File: config.mk
export PLATFORM = sky130hd
export DESIGN_NAME = ffra_ctrl
export DESIGN_NICKNAME = d
export VERILOG_FILES = /design/src/hdl/ffra_pkg.sv /design/src/hdl/ffra_ctrl.sv
export SDC_FILE = /design/constraint.sdc
export NUM_CORES = 1
export LEC_CHECK = 0
export BUFFER_PORTS_ARGS = -buffer_cell sky130_fd_sc_hd__buf_4
export CAP_MARGIN = 20
export CORE_AREA = 2 2 39 41
export CTS_CLUSTER_SIZE = 14
export DETAILED_ROUTE_END_ITERATION = 8
export DIE_AREA = 0 0 41 43
export PLACE_DENSITY = 0.78
export SYNTH_ARGS = -nofsm -noshare
export SYNTH_HDL_FRONTEND = slang
export SYNTH_SLANG_ARGS = --single-unit
File: constraint.sdc
create_clock -name clk -period 2.2 [get_ports clk]
set_clock_uncertainty 0.15 [all_clocks]
set_input_delay 0.22 -clock clk [delete_from_list [all_inputs] [get_ports clk]]
set_output_delay 0.22 -clock clk [all_outputs]
set_load 0.01 [all_outputs]
File: src/hdl/ffra_pkg.sv
// Shared types, sizes and codes for the first-fit region allocator.
// Used by ffra_ctrl, ffra_dpath and first_fit_region_allocator_core; no dependencies.
package ffra_pkg;

  // Table and page geometry
  localparam int TABLE_ENTRIES = 256;
  localparam int PAGE_BYTES    = 4096;
  localparam int PAGE_SHIFT    = $clog2(PAGE_BYTES);
  localparam int IDX_W         = $clog2(TABLE_ENTRIES);
  localparam int CNT_W         = $clog2(TABLE_ENTRIES + 1);

  // Field widths
  localparam int ADDR_W   = 32;
  localparam int FFC_W    = 21;
  localparam int STATUS_W = 3;
  localparam int CFG_IDX_W = 8;

  // Page count of a full-range size, and widths for the frame arithmetic
  localparam int PG_W  = ADDR_W + 1 - PAGE_SHIFT;
  localparam int SUM_W = ((PG_W > FFC_W) ? PG_W : FFC_W) + 1;
  localparam int CAP_W = FFC_W + PAGE_SHIFT;
  localparam int CMP_W = ((CAP_W > ADDR_W) ? CAP_W : ADDR_W) + 1;

  localparam logic [FFC_W-1:0]  FFC_MAX   = {FFC_W{1'b1}};
  localparam logic [ADDR_W:0]   PAGE_LOW  = (ADDR_W+1)'(PAGE_BYTES - 1);
  localparam logic [ADDR_W:0]   PAGE_MASK = ~PAGE_LOW;
  localparam logic [ADDR_W-1:0] PAGE_SIZE = ADDR_W'(PAGE_BYTES);

  // Result status codes
  localparam logic [STATUS_W-1:0] ST_OK       = 3'd0;
  localparam logic [STATUS_W-1:0] ST_NULL     = 3'd1;
  localparam logic [STATUS_W-1:0] ST_OOM      = 3'd2;
  localparam logic [STATUS_W-1:0] ST_FULL     = 3'd3;
  localparam logic [STATUS_W-1:0] ST_NOTFOUND = 3'd4;

  // Configuration register indexes
  localparam logic [CFG_IDX_W-1:0] REG_HEAP_START  = 8'd0;
  localparam logic [CFG_IDX_W-1:0] REG_FREE_FRAMES = 8'd1;

  // One region table entry
  typedef struct packed {
    logic [ADDR_W-1:0] base;
    logic [ADDR_W-1:0] size;
    logic              used;
  } entry_t;

  // Controller to datapath commands
  typedef struct packed {
    logic                load_req;
    logic                prep;
    logic                scan_step;
    logic                hit_pages;
    logic                hit_commit;
    logic                app_pages;
    logic                app_commit;
    logic                load_out;
    logic [STATUS_W-1:0] status;
  } ctl_cmd_t;

  // Datapath to controller status
  typedef struct packed {
    logic is_free;
    logic req_null;
    logic req_oom;
    logic addr_ovf;
    logic table_full;
    logic rd_match;
    logic scan_done;
    logic out_free;
  } dp_sts_t;

  // Pages covered by a byte size, rounded up
  function automatic logic [PG_W-1:0] pages_of(input logic [ADDR_W-1:0] size);
    logic [ADDR_W:0] sum;
    sum = {1'b0, size} + PAGE_LOW;
    return sum[ADDR_W:PAGE_SHIFT];
  endfunction

endpackage

File: src/hdl/ffra_ctrl.sv
// Sequencer of the region allocator: steps one request through check,
// table scan, commit and result hand-off. Depends on ffra_pkg.
module ffra_ctrl
  import ffra_pkg::*;
(
  input  logic     clk,
  input  logic     rst,
  input  logic     in_valid,
  output logic     in_ready,
  input  dp_sts_t  sts,
  output ctl_cmd_t cmd
);

  localparam logic [3:0] S_IDLE    = 4'd0;
  localparam logic [3:0] S_PREP    = 4'd1;
  localparam logic [3:0] S_DECIDE  = 4'd2;
  localparam logic [3:0] S_SCAN    = 4'd3;
  localparam logic [3:0] S_HIT     = 4'd4;
  localparam logic [3:0] S_HCOMMIT = 4'd5;
  localparam logic [3:0] S_APPEND  = 4'd6;
  localparam logic [3:0] S_ACOMMIT = 4'd7;
  localparam logic [3:0] S_DONE    = 4'd8;

  logic [3:0]          state;
  logic [3:0]          state_next;
  logic [STATUS_W-1:0] status;
  logic [STATUS_W-1:0] status_next;

  // Next state and commands
  always_comb begin
    state_next  = state;
    status_next = status;
    cmd         = '0;
    cmd.status  = status;
    in_ready    = 1'b0;
    unique case (state)
      // No transaction is taken while reset is held
      S_IDLE: begin
        in_ready = !rst;
        if (in_valid && !rst) begin
          cmd.load_req = 1'b1;
          state_next   = S_PREP;
        end
      end
      S_PREP: begin
        cmd.prep   = 1'b1;
        state_next = S_DECIDE;
      end
      S_DECIDE: begin
        if (sts.req_null) begin
          status_next = ST_NULL;
          state_next  = S_DONE;
        end else if (!sts.is_free && sts.req_oom) begin
          status_next = ST_OOM;
          state_next  = S_DONE;
        end else begin
          state_next = S_SCAN;
        end
      end
      // One table entry per cycle until a match or the last filled entry
      S_SCAN: begin
        cmd.scan_step = 1'b1;
        if (sts.rd_match) begin
          state_next = S_HIT;
        end else if (sts.scan_done) begin
          if (sts.is_free) begin
            status_next = ST_NOTFOUND;
            state_next  = S_DONE;
          end else if (sts.table_full) begin
            status_next = ST_FULL;
            state_next  = S_DONE;
          end else if (sts.addr_ovf) begin
            status_next = ST_OOM;
            state_next  = S_DONE;
          end else begin
            state_next = S_APPEND;
          end
        end
      end
      S_HIT: begin
        cmd.hit_pages = 1'b1;
        state_next    = S_HCOMMIT;
      end
      S_HCOMMIT: begin
        cmd.hit_commit = 1'b1;
        status_next    = ST_OK;
        state_next     = S_DONE;
      end
      S_APPEND: begin
        cmd.app_pages = 1'b1;
        state_next    = S_ACOMMIT;
      end
      S_ACOMMIT: begin
        cmd.app_commit = 1'b1;
        status_next    = ST_OK;
        state_next     = S_DONE;
      end
      // Hand the result over once the output register is free
      S_DONE: begin
        if (sts.out_free) begin
          cmd.load_out = 1'b1;
          state_next   = S_IDLE;
        end
      end
      default: begin
        state_next = S_IDLE;
      end
    endcase
  end

  always_ff @(posedge clk) begin
    if (rst) begin
      state  <= S_IDLE;
      status <= ST_OK;
    end else begin
      state  <= state_next;
      status <= status_next;
    end
  end

endmodule

==> run metrics <==
Power, Total=347 µW; P&R area growth vs syn=30.5%; Max-Cap Viols=0; combinational family with the most area after synthesis=simple AND/OR/NAND/NOR gates; Die X=41 µm; total congestion overflow=0; vias per cell=5.61; Pwr Density=470 nW/µm²; final setup fails=0; Total Routed Length=1390 µm; count of different cell masters after synthesis=34; Slew headroom=73.0%; Critical Path End Type=flop; r2r endpoint=status[0]; status=finished clean; post-CTS setup buffer count=0; Die Area=1760 µm²; fin crit period=1840 ps; first-pass GRT wire length=2240 µm; CTS root buf=clkbuf_4; H-tree depth=1; first drt pass iteration count=4; register area share after synthesis=24.8%; R2R Path Start=state[0]; Final Net Count=103; final core utilization=53.3%; crit path max fanout=11; r2r worst-path depth=5; Hold-fix buffers, CTS=0; Die Span Y=43 µm; setup TNS=0 ps; Post-Syn Area=566 µm²; total of warnings raised by yosys=0; CTS Buffer Depth=2; CTS tree=built; Synth Area in Compound Gates=28.5%; final RePlAce weighted congestion=0.812; Initial Utilization=40.9%; hold crit path type=in -> reg; CP cell instances=nand3_2 -> or3_4 -> a31oi_4 -> nor2_1 -> a311oi_2; DRC viols=0; Yosys reg bits=7; fin cells=107; fmax=543 MHz; Hold Path End=status[0]; unrepaired setup endpoints after global routing=false; Setup CP Type=reg -> reg; simple-gate share of the synthesized area=37.2%; # rows=14; Hold Slack=48.8 ps; filler cell count=127; Clock Latency Late Sink=260 ps; largest net degree at the start of global routing=14; drt wl/cell=12.9 µm; total CTS buffers=3; fin. max-slew vios=0; Syn Area/Cell=8.08 µm²; Via Count=600; Pleak=0.308 nW; post-detail-place hpwl=1050 µm; Worst path max stage delay=550 ps; Hold Crit Start=rst; Post-CTS Resized=0; antenna violations before repair=0; part of the cycle the worst path needs=83.7%; worst slew pin tran=403 ps; crit start category=flop; syn nets=81; Core ar.=1380 µm²; post-synthesis adder-cell area fraction=0%; # diodes=0; layout cell share with drive strength beyond 1=38.5%; data required time of the worst path=2220 ps; Mapped Cells=70; Total GRT Usage=18.6%; post-route ant nets=0; clock net sink count=7; PortBufs=22; XOR/XNOR share of the synthesized area=0%; Reg2Reg Setup Slack=360 ps; Worst Hold Path Cells=2; final hold viol count=0; dpl cells=103; WP data arrival=1870 ps; I/O pins=23; Starting DRT DRC Count=46; vias in the first global route=500; mux share of post-synthesis cell area=0%; Crit-path slowest cell=dfxtp_1; VDD IR max=202 µV; CTS clock-pin slew for the worst setup and hold paths=60 ps
[Yosys cell counts]
cell / instances / area (µm²)
o32ai_1: 1 / 8.76
and3_1: 2 / 12.5
and2b_1: 1 / 7.51
nand2b_4: 1 / 13.8
buf_1: 1 / 3.75
or2_2: 1 / 6.26
o221a_4: 1 / 20.0
or4_1: 1 / 7.51
clkbuf_1: 1 / 3.75
o21ai_0: 3 / 15.0
nand3_2: 1 / 10.0
a311oi_2: 1 / 15.0
or3_4: 2 / 22.5
a22o_1: 1 / 8.76
a21oi_1: 1 / 5.00
a21oi_2: 1 / 8.76
nand2b_1: 2 / 12.5
o311a_1: 1 / 10.0
o21ai_1: 2 / 10.0
a31oi_1: 1 / 6.26
inv_1: 2 / 7.51
nor2_1: 11 / 41.3
buf_6: 3 / 33.8
a31oi_4: 1 / 21.3
o32a_1: 1 / 10.0
nor3_1: 6 / 30.0
dfxtp_1: 7 / 140
a21boi_1: 1 / 7.51
nor2b_1: 1 / 6.26
nor3b_1: 2 / 15.0
or3_1: 1 / 6.26
nand2_1: 5 / 18.8
buf_2: 1 / 5.00
o21bai_1: 2 / 15.0
[state kept, by name, summed over array words and instances, names as in the netlist]
register and count:
state 4, status 3
[layout make-up]
cell class,count,area [µm²],area share (%)
multi-input combinational,55,372,50.3
timing repair buffer,23,173,23.4
sequential,7,140,19.0
clock buffer,4,26.3,3.56
tap,16,20.0,2.71
inverter,2,7.51,1.02
[cell families after synthesis]
group                  after synthesis
buffers and inverters                8
AO/OA/AOI/OAI                       18
AND/OR/NAND/NOR                     37
flip-flops                           7
[where the power goes]
part	switching [mW]	leakage, nW	internal [mW]	total (mW)
Sequential	0.00951	0.0568	0.132	0.141
Clock	0.0500	0.0150	0.0694	0.119
Combinational	0.0418	0.236	0.0447	0.0865
Total	0.101	0.308	0.246	0.347
[stage by stage]
step / worst slack (ps) / instance area [µm²]
finish: 358 / 738
global route: 243 / 738
CTS: 357 / 738
detailed placement: 360 / 712
global placement: 408 / 712
floorplan: 470 / 566
[worst max-delay path: cells and delay by family (launching register included)]
family          cells  cell delay, ps
compound gates      2             490
flops               1             550
simple gates        3             570
[worst max path at each step]
| stage | end | cells past startpoint | from |
|---|---|---|---|
| detailed placement | status[0] | 5 | state[0] |
| global route | status[0] | 5 | state[0] |
| CTS | status[0] | 5 | state[0] |
| global placement | status[0] | 5 | state[0] |
| finish | status[0] | 5 | state[0] |
| floorplan | state[1] | 7 | state[3] |
[layer usage]
layer  up-vias  GRT usage (%)  share of wire [%]
li1        299              -                  -
met1       268           24.4                 42
met2        31           26.6                 48
met3         2           7.85                9.2
met4         0           6.00               0.72
met5         -              0                  0
[layout by cell type (no fill, tap or decap), types with 2 or more instances in the layout]
cell      instances
and3_1            2
buf_4            23
clkbuf_4          3
dfxtp_1           7
inv_1             2
nand2_1           5
nand2b_1          2
nor2_1           11
nor3_1            6
nor3b_1           2
o21ai_0           3
o21ai_1           2
o21bai_1          2
or3_4             2
No activity file was read; power rests on OpenSTA's default activity.
